===== src/design/rhc_pkg.sv =====
// Package for the RGB to HSV converter: pipeline work types, sector codes
// and fixed-point constants. No dependencies.
`default_nettype none

package rhc_pkg;

   // Number of restoring division steps; each divider cell resolves one quotient bit.
   localparam int RHC_DIV_STEPS = 12;
   localparam int RHC_NUM_W     = 20;
   localparam int RHC_QUO_W     = RHC_DIV_STEPS;
   localparam int RHC_HUE_W     = 15;

   localparam logic [RHC_NUM_W-1:0] RHC_SAT_SCALE = 20'd255;
   localparam logic [RHC_NUM_W-1:0] RHC_HUE_SCALE = 20'd3840;
   localparam logic [RHC_HUE_W-1:0] RHC_HUE_SIXTH = 15'd3840;
   localparam logic [RHC_HUE_W-1:0] RHC_HUE_TURN  = 15'd23040;

   typedef enum logic [1:0] {
      RHC_SECTOR_RED,
      RHC_SECTOR_GREEN,
      RHC_SECTOR_BLUE
   } rhc_sector_type;

   typedef struct packed {
      logic [7:0]           rem;
      logic [RHC_QUO_W-1:0] num;
      logic [RHC_QUO_W-1:0] quo;
      logic [7:0]           den;
   } rhc_div_type;

   typedef struct packed {
      rhc_div_type    hue_div;
      rhc_div_type    sat_div;
      rhc_sector_type sector;
      logic           negative;
      logic           black;
      logic           grey;
      logic [7:0]     brightness;
   } rhc_work_type;

endpackage

`default_nettype wire


===== src/design/rhc_if.sv =====
// Valid/ready channel interfaces for the RGB to HSV converter.
// Depends on nothing; the converter top level uses both.
`default_nettype none

interface rhc_req_if;
   logic       valid;
   logic       ready;
   logic [7:0] red;
   logic [7:0] green;
   logic [7:0] blue;

   modport source (output valid, output red, output green, output blue, input ready);
   modport sink   (input valid, input red, input green, input blue, output ready);
endinterface

interface rhc_rsp_if;
   logic        valid;
   logic        ready;
   logic [14:0] hue;
   logic [7:0]  saturation;
   logic [7:0]  brightness;

   modport source (output valid, output hue, output saturation, output brightness,
                   input ready);
   modport sink   (input valid, input hue, input saturation, input brightness,
                   output ready);
endinterface

`default_nettype wire


===== src/design/rhc_front.sv =====
// Front cell of the converter: finds max, min, span and hue sector and
// loads both divider numerators. Depends on rhc_pkg.
`default_nettype none

module rhc_front (
   input  wire logic                  clock,
   input  wire logic                  reset,
   input  wire logic                  in_valid,
   output logic                       in_ready,
   input  wire logic [7:0]            red,
   input  wire logic [7:0]            green,
   input  wire logic [7:0]            blue,
   output logic                       out_valid,
   input  wire logic                  out_ready,
   output rhc_pkg::rhc_work_type      out_work
);

   logic                  valid_ff;
   rhc_pkg::rhc_work_type work_ff;
   rhc_pkg::rhc_work_type work_in;

   logic [7:0]                     max_val;
   logic [7:0]                     min_val;
   logic [7:0]                     span;
   logic [7:0]                     term_a;
   logic [7:0]                     term_b;
   logic [7:0]                     mag;
   logic [rhc_pkg::RHC_NUM_W-1:0] hue_num;
   logic [rhc_pkg::RHC_NUM_W-1:0] sat_num;
   rhc_pkg::rhc_sector_type        sector;

   always_comb begin
      max_val = red;
      if (green > max_val) max_val = green;
      if (blue > max_val) max_val = blue;
      min_val = red;
      if (green < min_val) min_val = green;
      if (blue < min_val) min_val = blue;
      span = max_val - min_val;

      // Ties for the largest component go to red first, then green.
      priority if (red >= max_val) begin
         sector = rhc_pkg::RHC_SECTOR_RED;
         term_a = green;
         term_b = blue;
      end else if (green >= max_val) begin
         sector = rhc_pkg::RHC_SECTOR_GREEN;
         term_a = blue;
         term_b = red;
      end else begin
         sector = rhc_pkg::RHC_SECTOR_BLUE;
         term_a = red;
         term_b = green;
      end
      mag = (term_a < term_b) ? (term_b - term_a) : (term_a - term_b);

      hue_num = {12'd0, mag} * rhc_pkg::RHC_HUE_SCALE;
      sat_num = {12'd0, span} * rhc_pkg::RHC_SAT_SCALE;

      // Both quotients stay below 4096, so the top byte is already below the divisor.
      work_in.hue_div.rem = hue_num[rhc_pkg::RHC_NUM_W-1:rhc_pkg::RHC_QUO_W];
      work_in.hue_div.num = hue_num[rhc_pkg::RHC_QUO_W-1:0];
      work_in.hue_div.quo = '0;
      work_in.hue_div.den = span;
      work_in.sat_div.rem = sat_num[rhc_pkg::RHC_NUM_W-1:rhc_pkg::RHC_QUO_W];
      work_in.sat_div.num = sat_num[rhc_pkg::RHC_QUO_W-1:0];
      work_in.sat_div.quo = '0;
      work_in.sat_div.den = max_val;
      work_in.sector      = sector;
      work_in.negative    = (term_a < term_b);
      work_in.black       = (max_val == 8'd0);
      work_in.grey        = (span == 8'd0);
      work_in.brightness  = max_val;
   end

   assign in_ready  = !valid_ff || out_ready;
   assign out_valid = valid_ff;
   assign out_work  = work_ff;

   always_ff @(posedge clock) begin
      if (reset) begin
         valid_ff <= 1'b0;
      end else if (in_ready) begin
         valid_ff <= in_valid;
      end
   end

   always_ff @(posedge clock) begin
      if (in_valid && in_ready) begin
         work_ff <= work_in;
      end
   end

endmodule

`default_nettype wire


===== src/design/rhc_div_cell.sv =====
// One divider cell: a single restoring step for both the hue and the
// saturation quotient, with a pipeline register. Depends on rhc_pkg.
`default_nettype none

module rhc_div_cell (
   input  wire logic                  clock,
   input  wire logic                  reset,
   input  wire logic                  in_valid,
   output logic                       in_ready,
   input  wire rhc_pkg::rhc_work_type in_work,
   output logic                       out_valid,
   input  wire logic                  out_ready,
   output rhc_pkg::rhc_work_type      out_work
);

   logic                  valid_ff;
   rhc_pkg::rhc_work_type work_ff;
   rhc_pkg::rhc_work_type work_in;

   function automatic rhc_pkg::rhc_div_type div_step(input rhc_pkg::rhc_div_type d);
      rhc_pkg::rhc_div_type r;
      logic [8:0]           trial;
      logic                 fits;
      trial = {d.rem, d.num[rhc_pkg::RHC_QUO_W-1]};
      fits  = (trial >= {1'b0, d.den});
      r.rem = fits ? 8'(trial - {1'b0, d.den}) : trial[7:0];
      r.num = {d.num[rhc_pkg::RHC_QUO_W-2:0], 1'b0};
      r.quo = {d.quo[rhc_pkg::RHC_QUO_W-2:0], fits};
      r.den = d.den;
      return r;
   endfunction

   always_comb begin
      work_in         = in_work;
      work_in.hue_div = div_step(in_work.hue_div);
      work_in.sat_div = div_step(in_work.sat_div);
   end

   assign in_ready  = !valid_ff || out_ready;
   assign out_valid = valid_ff;
   assign out_work  = work_ff;

   always_ff @(posedge clock) begin
      if (reset) begin
         valid_ff <= 1'b0;
      end else if (in_ready) begin
         valid_ff <= in_valid;
      end
   end

   always_ff @(posedge clock) begin
      if (in_valid && in_ready) begin
         work_ff <= work_in;
      end
   end

endmodule

`default_nettype wire


===== src/design/rhc_back.sv =====
// Back cell of the converter: adds the hue quotient to or subtracts it from the
// sector offset, applies the black and grey cases and holds the result. Depends on rhc_pkg.
`default_nettype none

module rhc_back (
   input  wire logic                  clock,
   input  wire logic                  reset,
   input  wire logic                  in_valid,
   output logic                       in_ready,
   input  wire rhc_pkg::rhc_work_type in_work,
   output logic                       out_valid,
   input  wire logic                  out_ready,
   output logic [14:0]                hue,
   output logic [7:0]                 saturation,
   output logic [7:0]                 brightness
);

   logic        valid_ff;
   logic [14:0] hue_ff;
   logic [14:0] hue_in;
   logic [7:0]  saturation_ff;
   logic [7:0]  saturation_in;
   logic [7:0]  brightness_ff;
   logic [14:0] base;
   logic [14:0] quo;

   always_comb begin
      unique case (in_work.sector)
         rhc_pkg::RHC_SECTOR_RED:   base = '0;
         rhc_pkg::RHC_SECTOR_GREEN: base = rhc_pkg::RHC_HUE_SIXTH << 1;
         rhc_pkg::RHC_SECTOR_BLUE:  base = rhc_pkg::RHC_HUE_SIXTH << 2;
         default:                   base = '0;
      endcase
      quo = {3'd0, in_work.hue_div.quo};

      // Only the red sector can go below zero; it then wraps by a full turn.
      if (!in_work.negative) begin
         hue_in = base + quo;
      end else if (in_work.sector != rhc_pkg::RHC_SECTOR_RED) begin
         hue_in = base - quo;
      end else if (quo == '0) begin
         hue_in = '0;
      end else begin
         hue_in = rhc_pkg::RHC_HUE_TURN - quo;
      end
      if (in_work.black || in_work.grey) begin
         hue_in = '0;
      end
      saturation_in = in_work.black ? 8'd0 : in_work.sat_div.quo[7:0];
   end

   assign in_ready   = !valid_ff || out_ready;
   assign out_valid  = valid_ff;
   assign hue        = hue_ff;
   assign saturation = saturation_ff;
   assign brightness = brightness_ff;

   always_ff @(posedge clock) begin
      if (reset) begin
         valid_ff <= 1'b0;
      end else if (in_ready) begin
         valid_ff <= in_valid;
      end
   end

   always_ff @(posedge clock) begin
      if (in_valid && in_ready) begin
         hue_ff        <= hue_in;
         saturation_ff <= saturation_in;
         brightness_ff <= in_work.brightness;
      end
   end

endmodule

`default_nettype wire


===== src/design/rgb_to_hsv_converter.sv =====
// RGB to HSV converter top level: front cell, a row of divider cells and
// the output cell. Depends on rhc_pkg, rhc_if, rhc_front, rhc_div_cell, rhc_back.
//
// Usage:
//   req_chan carries one pixel (red, green, blue, 8 bits each) per transaction.
//   rsp_chan returns one result per pixel, in order: hue in 1/64 degree
//   (0..23039), saturation (255 is full) and brightness (the largest component).
//   A transaction on either channel happens when valid and ready are both high.
//   From acceptance to rsp_chan.valid a pixel passes the front cell, which
//   registers it at the accepting edge, then twelve divider cells (one
//   quotient bit of each divider per cell) and the output register.
//   Throughput is one pixel per clock; every cell holds its own
//   transaction, so a new pixel enters in each cycle while the row flows.
//   When the receiver stalls, the held result stays on rsp_chan and the cells
//   behind it keep filling empty slots; req_chan.ready falls only once every
//   cell is occupied. Synchronous reset empties all cells; only the valid flags
//   are reset, and the block needs no settling time after reset.
`default_nettype none

module rgb_to_hsv_converter (
   input  wire logic clock,
   input  wire logic reset,
   rhc_req_if.sink   req_chan,
   rhc_rsp_if.source rsp_chan
);

   localparam int NUM_STAGES = rhc_pkg::RHC_DIV_STEPS + 1;

   logic                  stage_valid [NUM_STAGES];
   logic                  stage_ready [NUM_STAGES];
   rhc_pkg::rhc_work_type stage_work  [NUM_STAGES];

   rhc_front u_front (
      .clock     (clock),
      .reset     (reset),
      .in_valid  (req_chan.valid),
      .in_ready  (req_chan.ready),
      .red       (req_chan.red),
      .green     (req_chan.green),
      .blue      (req_chan.blue),
      .out_valid (stage_valid[0]),
      .out_ready (stage_ready[0]),
      .out_work  (stage_work[0])
   );

   for (genvar i = 0; i < rhc_pkg::RHC_DIV_STEPS; i++) begin : g_cell
      rhc_div_cell u_cell (
         .clock     (clock),
         .reset     (reset),
         .in_valid  (stage_valid[i]),
         .in_ready  (stage_ready[i]),
         .in_work   (stage_work[i]),
         .out_valid (stage_valid[i+1]),
         .out_ready (stage_ready[i+1]),
         .out_work  (stage_work[i+1])
      );
   end

   rhc_back u_back (
      .clock      (clock),
      .reset      (reset),
      .in_valid   (stage_valid[NUM_STAGES-1]),
      .in_ready   (stage_ready[NUM_STAGES-1]),
      .in_work    (stage_work[NUM_STAGES-1]),
      .out_valid  (rsp_chan.valid),
      .out_ready  (rsp_chan.ready),
      .hue        (rsp_chan.hue),
      .saturation (rsp_chan.saturation),
      .brightness (rsp_chan.brightness)
   );

endmodule

`default_nettype wire

===== src/flat_wrapper.sv =====
// flat-port wrapper written by rule: the top's interface ports become plain ports
module rgb_to_hsv_converter_flat 
  (clock, reset, req_chan_valid, req_chan_red, req_chan_green, req_chan_blue, req_chan_ready, rsp_chan_valid, rsp_chan_hue, rsp_chan_saturation, rsp_chan_brightness, rsp_chan_ready);
  rhc_req_if req_chan_i ();
  rhc_rsp_if rsp_chan_i ();
  input  wire logic clock;
  input  wire logic reset;
  input wire logic [$bits(req_chan_i.valid)-1:0] req_chan_valid;
  input wire logic [$bits(req_chan_i.red)-1:0] req_chan_red;
  input wire logic [$bits(req_chan_i.green)-1:0] req_chan_green;
  input wire logic [$bits(req_chan_i.blue)-1:0] req_chan_blue;
  output wire logic [$bits(req_chan_i.ready)-1:0] req_chan_ready;
  output wire logic [$bits(rsp_chan_i.valid)-1:0] rsp_chan_valid;
  output wire logic [$bits(rsp_chan_i.hue)-1:0] rsp_chan_hue;
  output wire logic [$bits(rsp_chan_i.saturation)-1:0] rsp_chan_saturation;
  output wire logic [$bits(rsp_chan_i.brightness)-1:0] rsp_chan_brightness;
  input wire logic [$bits(rsp_chan_i.ready)-1:0] rsp_chan_ready;
  assign req_chan_i.valid = req_chan_valid;
  assign req_chan_i.red = req_chan_red;
  assign req_chan_i.green = req_chan_green;
  assign req_chan_i.blue = req_chan_blue;
  assign req_chan_ready = req_chan_i.ready;
  assign rsp_chan_valid = rsp_chan_i.valid;
  assign rsp_chan_hue = rsp_chan_i.hue;
  assign rsp_chan_saturation = rsp_chan_i.saturation;
  assign rsp_chan_brightness = rsp_chan_i.brightness;
  assign rsp_chan_i.ready = rsp_chan_ready;
  rgb_to_hsv_converter u_core (.clock(clock), .reset(reset), .req_chan(req_chan_i), .rsp_chan(rsp_chan_i));
endmodule

===== config.mk =====
export PLATFORM = sky130hd
export DESIGN_NAME = rgb_to_hsv_converter_flat
export DESIGN_NICKNAME = d
export VERILOG_FILES = /design/src/design/rhc_pkg.sv /design/src/design/rhc_if.sv /design/src/design/rhc_front.sv /design/src/design/rhc_div_cell.sv /design/src/design/rhc_back.sv /design/src/design/rgb_to_hsv_converter.sv /design/src/flat_wrapper.sv
export SDC_FILE = /design/constraint.sdc
export NUM_CORES = 1
export LEC_CHECK = 0
export CAP_MARGIN = 20
export CORE_MARGIN = 1
export CORE_UTILIZATION = 40
export CTS_CLUSTER_SIZE = 28
export DETAILED_ROUTE_END_ITERATION = 8
export DONT_BUFFER_PORTS = 1
export PLACE_DENSITY = 0.6
export SYNTH_ARGS = -nofsm -noshare
export SYNTH_HDL_FRONTEND = slang
export SYNTH_SLANG_ARGS = --single-unit

===== constraint.sdc =====
create_clock -name clock -period 18.16 [get_ports clock]
set_input_delay 3.632 -clock clock [delete_from_list [all_inputs] [get_ports clock]]
set_output_delay 3.632 -clock clock [all_outputs]
set_load 0.005 [all_outputs]

* After elaboration in Yosys (flattened, before gate mapping)
Index checks and enable logic that the tools add are counted.
** Storage, ports and cells
- Register bits :: 700
- Logic and storage cells :: 308
- Output and inout bits :: 33
** Cells by class
- Mux-type cells :: 36
- Multiply operators :: 2
- Reduce and logical (&&, ||, !) cells :: 47
- Add/subtract/negate cells :: 28
- Order comparisons :: 31
- Equality and inequality tests :: 2
** Operators with widths (number)
- $mux W8 :: 30
- $ge A9 B8 Y1 :: 23
- $sub A8 B8 Y8 :: 24
- $mux W15 :: 3
- $pmux W14 S2 :: 1
- $lt A8 B8 Y1 :: 3
- $ge A8 B8 Y1 :: 2
- $gt A8 B8 Y1 :: 2
- $logic_not A8 Y1 :: 2
- $mul A8 B8 Y16 const B :: 1
- $add A15 B12 Y15 :: 1
- $logic_or A1 B1 Y1 :: 15
- $sub A15 B12 Y15 :: 1
- $sub A15 B12 Y15 const A :: 1
- $logic_and A1 B1 Y1 :: 14
- $logic_not A1 Y1 :: 14
- $logic_not A12 Y1 :: 1
- $mul A8 B4 Y12 const B :: 1
- $ge A5 B8 Y1 :: 1
- $sub A5 B8 Y8 :: 1
- $mux W5 :: 1
- $eq A2 B1 Y1 const B :: 1
- $eq A2 B2 Y1 const B :: 1
- $mux W2 :: 1
- $reduce_bool A2 Y1 :: 1

* Depth between registers and ports, before layout
Gate-level depths: netlist of run 1.
- Word-level depth :: 16
- Mapped depth :: 56

* Hierarchy
Synthesis of run 1 repeated with hierarchy kept, for this count alone.
** Second synthesis, totals
- Cell total of the unflattened synthesis :: 3672
- Area total of the unflattened synthesis :: 54504.8 sq um
** By module, submodules not included
- rhc_div_cell at u_core.g_cell[0].u_cell ... :: times used 8, cells an instance 225, area an instance 3791.1 sq um, seq. area each 2752.6 sq um
- rhc_div_cell at u_core.g_cell[2].u_cell ... :: times used 4, cells an instance 230, area an instance 3811.2 sq um, seq. area each 2752.6 sq um
- rhc_front :: times used 1, cells an instance 766, area an instance 6988.0 sq um, seq. area each 1461.4 sq um
- rhc_back :: times used 1, cells an instance 186, area an instance 1943.1 sq um, seq. area each 950.9 sq um

* Worst setup path after synthesis of run 1
Ideal clock, no wire load.
- Path kind :: in2reg
- From :: input req_chan_red[7]
- To :: register u_core.u_front.work_ff, in the netlist u_core.u_front.out_work[92], data pin
- Data required time :: 17902 ps
- Path buffers :: 2
- Arrival :: 13486 ps
- Stages :: 49
- Path slack :: 4416 ps
- Path through :: inv_1 -> ha_1 -> nand4_1 -> nor2_2 -> nor2b_2 -> nor2_4 -> mux2i_1 -> ha_1 -> a21oi_1 -> o21ai_0 -> or2_2 -> nand3_1 -> o31ai_4 -> o31ai_4 -> mux2i_1 -> inv_1 -> ha_1 -> nand2b_1 -> [13 not listed] -> o21ai_1 -> and2_1 -> clkbuf_1 -> mux2i_1 -> xor2_1 -> xnor3_1 -> ha_1 -> a31o_2 -> nor4_1 -> fa_1 -> inv_1 -> ha_1 -> a21oi_1 -> o21bai_1 -> a21oi_1 -> o21bai_1 -> a21oi_1 -> xnor2_1
** On the way
- Word-level cells in the longest chain between the ends :: 10
** Ends and longest elaborated chain
- start: declaration :: line flat_wrapper.sv:9 : input wire logic [$bits(req_chan_i.red)-1:0] req_chan_red;
- $gt A8 B8 Y1 :: line rhc_front.sv:34 : if (green > max_val) max_val = green;
- $mux W8 * :: line rhc_front.sv:34
- $gt A8 B8 Y1 :: line rhc_front.sv:35 : if (blue > max_val) max_val = blue;
- $mux W8 * :: line rhc_front.sv:35
- net u_core.u_front.max_val[0] :: line rhc_front.sv:22 : logic [7:0] max_val;
- $ge A8 B8 Y1 :: line rhc_front.sv:46 : end else if (green >= max_val) begin
- $mux W8 :: line rhc_front.sv:46
- $mux W8 :: line rhc_front.sv:42 : priority if (red >= max_val) begin
- $sub A8 B8 Y8 or $lt A8 B8 Y1 (tied branches) :: line rhc_front.sv:55 : mag = (term_a < term_b) ? (term_b - term_a) : (term_a - term_b);
- $mux W8 * :: line rhc_front.sv:55
- $mul A8 B4 Y12 * :: line rhc_front.sv:57 : hue_num = {12'd0, mag} * rhc_pkg::RHC_HUE_SCALE;
- net u_core.u_front.hue_num, one bit :: line rhc_front.sv:28 : logic [rhc_pkg::RHC_NUM_W-1:0] hue_num;
- end signal: assignment :: line rhc_front.sv:90 : work_ff <= work_in;
- end: declaration :: line rhc_front.sv:19 : rhc_pkg::rhc_work_type work_ff;
Mark *: on every way through the listed nets, which the timed path passes. The rest lies on a longest branch.
A chain may end at the register's enable or synchronous reset.

* Worst setup path after layout of run 1
Ends and elaborated chain as after synthesis.

==> qor.txt, run 1 <==
Status -> finished, violations left
Failing checks -> design-rule violations
Clock latency on the worst-skew pair -> 600 ps
Diodes inserted -> 0
Crit end category -> register
Crit path max fanout -> 30
Final worst path period share -> 80.8%
Fmax -> 0.0681 GHz
Setup violations, final -> 0
Hold buffer count at CTS -> 0
Die area -> 90700 µm²
HP Start -> u_core.g_cell[7].u_cell.out_work[65]
Starting density of the core -> 40.5%
Slowest stage delay, CP -> 640 ps
Sequential-to-total area share from yosys stat -> 57.3%
Critical Path Slowest Stage Cell -> xor2_1
Core Box Area -> 88500 µm²
Post-synth EDFFs -> 674
Vias/cell -> 4.85
Die width -> 301 µm
Worst slew pin tran -> 965 ps
Crit Path Class -> input pin to register
CTS buffer count -> 72
Worst R2R Start -> u_core.u_back.out_valid
Final TNS setup -> 0 ps
Slew HR -> 35.5%
Placer Congestion -> 0.840
Min cycle time layout -> 14670 ps
Cells after Synth -> 2914
Hold Vio Cnt, Final -> 0
Vias in the first global route -> 20.4k
Row cnt -> 109
Area grow syn2layout -> 10.6%
Final WL -> 57600 µm
Crit. Startpoint -> req_chan_red[7]
CP required -> 18500 ps
DRC -> 17
Unrepaired setup endpoints after global routing -> false
Syn Area/Cell -> 12.3 µm²
Worst-path clk slew -> 60 ps
Post-synthesis cell area -> 35800 µm²
Resized Gates After CTS -> 0
Synth top area share -> 56.5%
CP startpoint kind -> input pin
Port bufs -> 0
Detail Route Antenna Nets -> 0
Share of cells above drive strength 1 -> 5.70%
Slew Viols, Final -> 0
Post-synth cell types -> 76
Total global-route track usage -> 13.0%
Nets@finish -> 3367
CTS Buffer Depth -> 3
Worst clock skew -> 13.0 ps
Top cells by area, synth -> edfxtp_1 (57%), ha_1 (11%), inv_1 (4.3%)
H-tree lvl count -> 3
Most numerous cell on the critical path -> ha_1
Largest net degree at the start of global routing -> 56
Synthesis-stage register bit count -> 688
Largest area contributor in the netlist -> edfxtp_1
Predominant post-synthesis flop cell -> edfxtp_1
Initial antenna violation count -> 0
Synth Warn # -> 0
Clk root buf -> clkbuf_16
WL per Instance -> 13.8 µm
Hold Crit Class -> register to register
# Max-Cap Violations -> 0
Synth async-reset ratio -> 0%
CTS tree -> yes
Via count -> 20.3k
Drt first-iter violations -> 894
Pre-antenna DRT Iters -> 7
First-pass GRT wire length -> 96700 µm
CTS sink cnt -> 688
Syn Nets -> 3318
Crit path arrival time -> 15020 ps
Setup repair bufs after CTS -> 0
Die Y -> 301 µm
Grt ovf -> 0
I/O pins -> 61
Post-DP HPWL -> 43700 µm
==> metrics by stage <==
step / std cells / hold WS, ps / util, % / worst slack [ps] / cell area [µm²]
2_1_floorplan: 2914 / 400 / - / 4420 / 35800
3_3_place_gp: 4054 / 400 / 42.2 / 3120 / 37300
3_5_place_dp: 4054 / 405 / 42.2 / 2900 / 37300
4_1_cts: 4184 / 407 / 44.7 / 3470 / 39600
5_1_grt: 4184 / 410 / 44.7 / 2380 / 39600
6_report: 4184 / 411 / 44.7 / 3490 / 39600
==> layout make-up <==
cell class              instances  area, µm²
clock buffers                  83       1840
clock inverters                47        395
fillers                      7947      48900
inverters                     410       1540
multi-input cells            1775      13700
flip-flops and latches        688      20500
well taps                    1165       1460
repair buffers                 16        120
==> critical path: cells and delay by family <==
kind | cells | cell delay (ps)
buffers and inverters | 4 | 570
adders and majority gates | 7 | 2160
muxes | 4 | 1360
AOI/OAI and AO/OA | 19 | 3330
xor gates and xnor gates | 3 | 1180
and+or+nand+nor | 11 | 2770
==> final timing paths <==
kind / endpoint / slack [ps] / cells past startpoint
hold / removal: u_core.g_cell[8].u_cell.out_work[66] / 410 / 0
setup / recovery: u_core.u_front.out_work[92] / 3490 / 48
setup reg to reg: u_core.u_front.out_work[91] / 14360 / 9
hold reg to reg: u_core.g_cell[8].u_cell.out_work[66] / 410 / 0
==> cells in the mapped netlist, drive strengths merged, types with 44 or more instances <==
cell	count
a21oi	86
edfxtp	674
fa	65
ha	311
inv	410
mux2i	44
nand2	204
nand2b	60
nor2	167
nor2b	92
o21ai	265
o31ai	49
xnor2	57
xor2	58
==> metal layers <==
layer	global-route usage, %	wire [µm]	up-vias
met4	4.48	1200	0
li1	-	-	10400
met5	0	0	-
met2	24.2	30100	231
met3	2.19	1910	79
met1	14.7	24400	9535
==> registers in the layout (all words and copies together), names as in the netlist <==
register	count
u_core.u_back.saturation	8
u_core.u_back.brightness	8
u_core.u_front.out_valid	1
u_core.u_back.out_valid	1
u_core.u_front.out_work	48
u_core.g_cell.u_cell.out_work	595
u_core.u_back.hue	15
u_core.g_cell.u_cell.out_valid	12
==> logic make-up after synthesis <==
logic type      after synthesis  synth area share, %
flops                       688                 57.3
buf+inv                     451                 4.77
simple gates                677                 9.34
fa+ha+maj                   379                 14.6
compound gates              543                 9.29
xor+xnor                    117                 2.94
mux                          59                 1.76
==> cells in the final DEF, fill, tap and decap left out, types with 11 or more instances in the layout <==
cell type,instances
a21o_1,35
xor2_1,58
mux2_2,13
clkinv_2,13
a21boi_0,25
fa_1,65
nor2_1,164
nand2b_1,60
o21ai_0,256
o211a_1,19
o31ai_1,46
mux2i_1,42
nand4_1,40
clkinv_1,18
inv_1,410
nand3_1,23
xnor2_1,57
clkbuf_1,11
buf_4,16
edfxtp_1,674
and2_1,32
nand2_1,203
a21oi_1,85
clkbuf_16,72
dfxtp_1,14
or4_1,18
nor2b_1,83
ha_1,311
Power of run 1 is not shown: default switching activity piles up to over one toggle a cycle in this logic, so the estimate is an artifact.
==> inputs of run 2 (changes only) <==
--- a/config.mk
+++ b/config.mk
@@ -5,13 +5,14 @@
 export SDC_FILE = /design/constraint.sdc
 export NUM_CORES = 1
 export LEC_CHECK = 0
+export ABC_AREA = 1
 export CAP_MARGIN = 20
 export CORE_MARGIN = 1
 export CORE_UTILIZATION = 40
 export CTS_CLUSTER_SIZE = 28
 export DETAILED_ROUTE_END_ITERATION = 8
 export DONT_BUFFER_PORTS = 1
-export PLACE_DENSITY = 0.6
+export PLACE_DENSITY = 0.62
 export SYNTH_ARGS = -nofsm -noshare
 export SYNTH_HDL_FRONTEND = slang
 export SYNTH_SLANG_ARGS = --single-unit
==> constraint.sdc (replaced) <==
create_clock -name clock -period 12.6 [get_ports clock]
set_input_delay 2.52 -clock clock [delete_from_list [all_inputs] [get_ports clock]]
set_output_delay 2.52 -clock clock [all_outputs]
set_load 0.005 [all_outputs]
==> run 2 against run 1 <==
Net effect:
- the flow now finishes without violations
- via count grew 2.5%
- area after synthesis is 1.0% lower
- hold slack better by 0.74 ps
- critical endpoint unchanged
==> qor.txt, run 2 <==
Min cycle time layout -> 11370 ps
Hold buffer count at CTS -> 0
First-pass GRT wire length -> 102000 µm
Crit path arrival time -> 11720 ps
Max reg flops -> 595
Fmax -> 0.0879 GHz
Final WL -> 62200 µm
Synthesis-stage register bit count -> 688
Die area -> 89800 µm²
Crit Path Class -> input pin to register
Setup repair bufs after CTS -> 0
Worst clock skew -> 37.7 ps
Status -> completed
Worst-path clk slew -> 60 ps
Share of cells above drive strength 1 -> 6.09%
CTS tree -> yes
Total global-route track usage -> 14.2%
Crit end category -> register
I/O pins -> 61
Slew HR -> 29.3%
Hold Crit Class -> register to register
Filler cell count in the final layout -> 8000
Post-synthesis cell area -> 35500 µm²
Clk root buf -> clkbuf_16
Unrepaired setup endpoints after global routing -> false
Starting density of the core -> 40.6%
Setup violations, final -> 0
CTS sink cnt -> 688
Port bufs -> 0
Worst slew pin tran -> 1060 ps
Row cnt -> 108
Synth Warn # -> 0
# Max-Cap Violations -> 0
Predominant post-synthesis flop cell -> edfxtp_1
H-tree lvl count -> 3
Multi-input logic area -> 12800 µm²
WL per Instance -> 14.2 µm
CP required -> 12940 ps
Crit path max fanout -> 16
Slowest stage delay, CP -> 520 ps
DRC -> 0
Largest area contributor in the netlist -> edfxtp_1
Vias in the first global route -> 20.9k
Top cells by area, synth -> edfxtp_1 (57%), ha_1 (11%), inv_1 (5.8%)
CP startpoint kind -> input pin
Most numerous cell in the Yosys netlist -> edfxtp_1
Metal3 WL -> 2180 µm
Critical Path Slowest Stage Cell -> fa_1
Die width -> 300 µm
Met2 WL post-DR -> 32800 µm
Diodes inserted -> 0
Cells after Synth -> 3104
Initial antenna violation count -> 1
Leading cell types in the layout, fill and taps excluded -> edfxtp_1 (674), inv_1 (544), ha_1 (311)
Resized Gates After CTS -> 0
Core Box Area -> 87300 µm²
Commonest cells post-synth -> edfxtp_1 (674), inv_1 (550), nor2_1 (316)
Area grow syn2layout -> 11.4%
Slew Viols, Final -> 0
Nets@finish -> 3579
Synth top area share -> 57.1%
Detail Route Antenna Nets -> 0
Most numerous cell on the critical path -> nand2_1
Grt ovf -> 0
Post-synth cell types -> 49
Post-DP HPWL -> 47600 µm
Pre-antenna DRT Iters -> 5
Syn Nets -> 3508
Via count -> 20.8k
Die Y -> 300 µm
Hold Vio Cnt, Final -> 0
CTS buffer count -> 75
Synth async-reset ratio -> 0%
Largest net degree at the start of global routing -> 56
Uppermost layer routed -> met4
Commonest non-fill, non-tap cell in the layout -> edfxtp_1
M1 WL -> 25200 µm
CTS Buffer Depth -> 3
Register Area -> 20500 µm²
Final TNS setup -> 0 ps
Syn Area/Cell -> 11.4 µm²
Clock latency on the worst-skew pair -> 610 ps
Final worst path period share -> 90.3%
Placer Congestion -> 0.861
Post-synth EDFFs -> 674
Sequential-to-total area share from yosys stat -> 57.9%
Vias/cell -> 4.74
Drt first-iter violations -> 882
[run 2: cell types whose count changed after synthesis, sizes merged, moves of 92 or more]
cell / delta
a21oi: +179
inv: +144
nand2: +108
nor2: +153
nor2b: -92
o21ai: -103
[run 2: path summary, 6_finish.rpt]
kind | startpoint | to | slack [ps] | cells after the start
min reg2reg | u_core.u_front.out_work[36] | u_core.g_cell[0].u_cell.out_work[37] | 410 | 0
max | req_chan_red[1] | u_core.u_front.out_work[92] | 1230 | 55
min | u_core.u_front.out_work[36] | u_core.g_cell[0].u_cell.out_work[37] | 410 | 0
max reg2reg | u_core.u_back.out_valid | u_core.u_front.out_work[36] | 8090 | 30
[run 2: routing by layer]
| metal | global-route usage, % | vias to the layer above |
|---|---|---|
| met5 | 0 | - |
| met4 | 5.86 | 0 |
| met3 | 2.39 | 119 |
| met2 | 26.9 | 254 |
| met1 | 15.4 | 9664 |
| li1 | - | 10700 |
[run 2: cell families after synthesis]
| kind of cell | Yosys count | share of synthesized area, % |
|---|---|---|
| AOI/OAI and AO/OA | 538 | 8.42 |
| buffers and inverters | 589 | 6.29 |
| and+or+nand+nor | 757 | 8.89 |
| DFF | 688 | 57.9 |
| xor gates and xnor gates | 156 | 3.88 |
| adders and majority gates | 376 | 14.6 |
[run 2: final cells by class]
cell class	instances	share of cell area, %
Tap cell	1155	3.66
Sequential cell	688	52.0
Timing Repair Buffer	29	0.618
Multi-Input combinational cell	1827	32.4
Clock buffer	89	4.94
Inverter	554	5.27
Clock inverter	46	1.19
[run 2: metrics by stage]
stage	hold WS [ps]	util, %	cell area, µm²	instances	setup WS [ps]
detailed placement	405	42.4	37000	4249	644
floorplan	400	-	35500	3104	1470
finish	412	45.2	39500	4388	1230
global placement	400	42.4	37000	4245	791
CTS	410	45.2	39400	4384	1250
global route	418	45.2	39500	4388	266
[run 2: worst max-delay path, delay by kind of cell]
kind	cells	cell delay [ps]
buffers and inverters	9	870
adder cells (fa/ha/maj)	7	2510
AND/OR/NAND/NOR	23	2580
AO/OA/AOI/OAI	14	3000
XOR/XNOR	2	250
Power of run 2 is left out for the same reason.
==> inputs of run 3 (changes only) <==
--- a/config.mk
+++ b/config.mk
@@ -15,4 +15,5 @@
 export PLACE_DENSITY = 0.62
 export SYNTH_ARGS = -nofsm -noshare
 export SYNTH_HDL_FRONTEND = slang
+export SYNTH_HIERARCHICAL = 1
 export SYNTH_SLANG_ARGS = --single-unit
==> run 3 against run 2 <==
Net effect:
- area after synthesis increased by 30%
- highest routed layer unchanged
- non-clock buffer count down 7
- clock skew decreased by 17 ps
- hold slack got worse by 6.0 ps
- sequential share of layout area shrank 2.3 points
- die area is 30% higher
- flip-flop and latch count increased by 159
- wire length rose by 27%
- first-iteration DRC count increased by 47%
- worst setup slack worse by 240 ps
- global-route usage down 0.43 points
- critical path type unchanged
==> qor.txt, run 3 <==
Crit end category -> register
Post-DP HPWL -> 60200 µm
Reg2reg setup slack -> 8690 ps
Slowest stage delay, CP -> 510 ps
Largest net degree at the start of global routing -> 67
Drt first-iter violations -> 1299
Critical Path Slowest Stage Cell -> fa_1
Detail Route Antenna Nets -> 0
Unrepaired setup endpoints after global routing -> false
CTS tree -> yes
Logic gate share of total power -> 56.0%
Seq pwr share -> 26.6%
Leading cell types in the layout, fill and taps excluded -> nand2_1 (965), edfxtp_1 (833), inv_1 (726)
Maximum vdd drop -> 0.898 mV
Nets@finish -> 4777
Tot Pwr -> 15.1 mW
Crit Path Class -> input pin to register
Worst flop-to-flop path endpoint -> u_core/u_front/out_work[92]
Die Y -> 342 µm
Worst clock skew -> 20.9 ps
Clock power share -> 17.4%
CP startpoint kind -> input pin
Row cnt -> 124
Most numerous cell on the critical path -> inv_1
Post-synthesis cell area -> 46100 µm²
Core Box Area -> 114000 µm²
Hold buffer count at CTS -> 0
Hold Path End -> u_core/g_cell[3].u_cell/out_work[5]
Worst-path clk slew -> 60 ps
Cells after DPL -> 5791
P_sw -> 6.10 mW
Cells after Synth -> 4307
Port bufs -> 0
Fin cells -> 5957
Starting density of the core -> 40.4%
CP required -> 12980 ps
Area grow syn2layout -> 10.3%
Worst R2R Start -> u_core/u_back/out_valid
Final WL -> 79300 µm
Vias/cell -> 4.64
Die width -> 342 µm
Leakage -> 22.0 nW
Die area -> 117000 µm²
Final worst path period share -> 92.2%
Max reg flops -> 754
Commonest non-fill, non-tap cell in the layout -> nand2_1
Status -> completed
DRC -> 0
CTS Buffer Depth -> 3
Share of cells above drive strength 1 -> 13.4%
Synth Warn # -> 6
CTS sink cnt -> 847
Slew Viols, Final -> 0
Internal -> 9.01 mW
Switching Share -> 40.4%
Crit path max fanout -> 15
WL per Instance -> 13.3 µm
Vias in the first global route -> 27.7k
H-tree lvl count -> 3
Hold Vio Cnt, Final -> 0
Worst Setup Slack, final -> 983 ps
Initial antenna violation count -> 0
Grt ovf -> 0
CTS buffer count -> 91
Clock latency on the worst-skew pair -> 630 ps
Setup repair bufs after CTS -> 0
Setup violations, final -> 0
Worst Hold Depth -> 0
I/O pins -> 61
Pre-antenna DRT Iters -> 5
Place WS -> 391 ps
First-pass GRT wire length -> 133000 µm
Placer Congestion -> 0.846
Via count -> 27.7k
# Max-Cap Violations -> 0
Slew HR -> 41.6%
Syn Area/Cell -> 10.7 µm²
Hold Crit Class -> register to register
Fmax -> 0.0861 GHz
HP Start -> u_core/g_cell[2].u_cell/out_work[5]
Final TNS setup -> 0 ps
Min cycle time layout -> 11620 ps
Worst slew pin tran -> 877 ps
Crit path arrival time -> 11990 ps
Resized Gates After CTS -> 0
Path depth of the worst reg2reg path -> 28
Total global-route track usage -> 13.7%
Clk root buf -> clkbuf_16
Power Density -> 297 nW/µm²
Diodes inserted -> 0
-- run 3: changes by cell type in the layout (fill, tap and decap cells not counted), moves of 30 or more --
cell,previous run,this run
a21oi_4,0,30
nor2_1,309,122
xor2_1,105,70
a21oi_1,265,138
edfxtp_1,674,833
o21ai_0,158,48
nand2_2,15,184
nand2_1,293,965
inv_1,544,726
nand3_1,60,358
-- run 3: routing by layer --
metal  wire (µm)  global-route usage, %
met1       34100                   15.9
met4        1820                   4.48
met2       40900                   25.6
met5           0                      0
met3        2550                   2.16
-- run 3: cell type report --
type                    count  area [µm²]
multi-input cells        2642       17600
clock inverters            58         617
repair buffers             22         178
inverters                 769        2930
well taps                1512        1890
clock buffers             107        2390
flip-flops and latches    847       25300
fillers                 10600       63400
-- run 3: worst max path at each step --
| stage | from | end | slack [ps] | depth (start not counted) |
|---|---|---|---|---|
| detailed placement | req_chan_red[6] | u_core/u_front/out_work[92] | 390 | 53 |
| global route | req_chan_red[5] | u_core/u_front/out_work[92] | 70 | 54 |
| CTS | req_chan_red[6] | u_core/u_front/out_work[92] | 1050 | 53 |
| finish | req_chan_red[5] | u_core/u_front/out_work[92] | 980 | 54 |
| global placement | req_chan_red[6] | u_core/u_front/out_work[92] | 580 | 53 |
| floorplan | req_chan_red[7] | u_core/u_front/out_work[92] | 1340 | 54 |
-- run 3: worst max-delay path, delay by kind of cell --
kind / cells / cell delay [ps]
xor gates and xnor gates: 3 / 520
buffers and inverters: 10 / 1130
AOI/OAI and AO/OA: 16 / 3030
adders and majority gates: 7 / 2460
and+or+nand+nor: 18 / 2290
-- run 3: metrics by stage --
step           utilization [%]  hold WS (ps)  cell area [µm²]
6_report                  44.5           406            50900
5_1_grt                   44.5           414            50900
3_5_place_dp              41.9           405            47900
2_1_floorplan                -           400            46200
3_3_place_gp              41.9           400            47900
4_1_cts                   44.5           404            50900
-- run 3: power groups by stage --
stage / Combinational, mW / Sequential (mW) / Clock (mW)
global placement: 8.35 / 4.08 / 0
finish: 8.46 / 4.02 / 2.62
global route: 9.90 / 4.03 / 2.82
CTS: 8.58 / 4.02 / 2.71
detailed placement: 8.48 / 4.08 / 0
floorplan: 7.01 / 4.03 / 0
(Power assumes the default switching activity.)
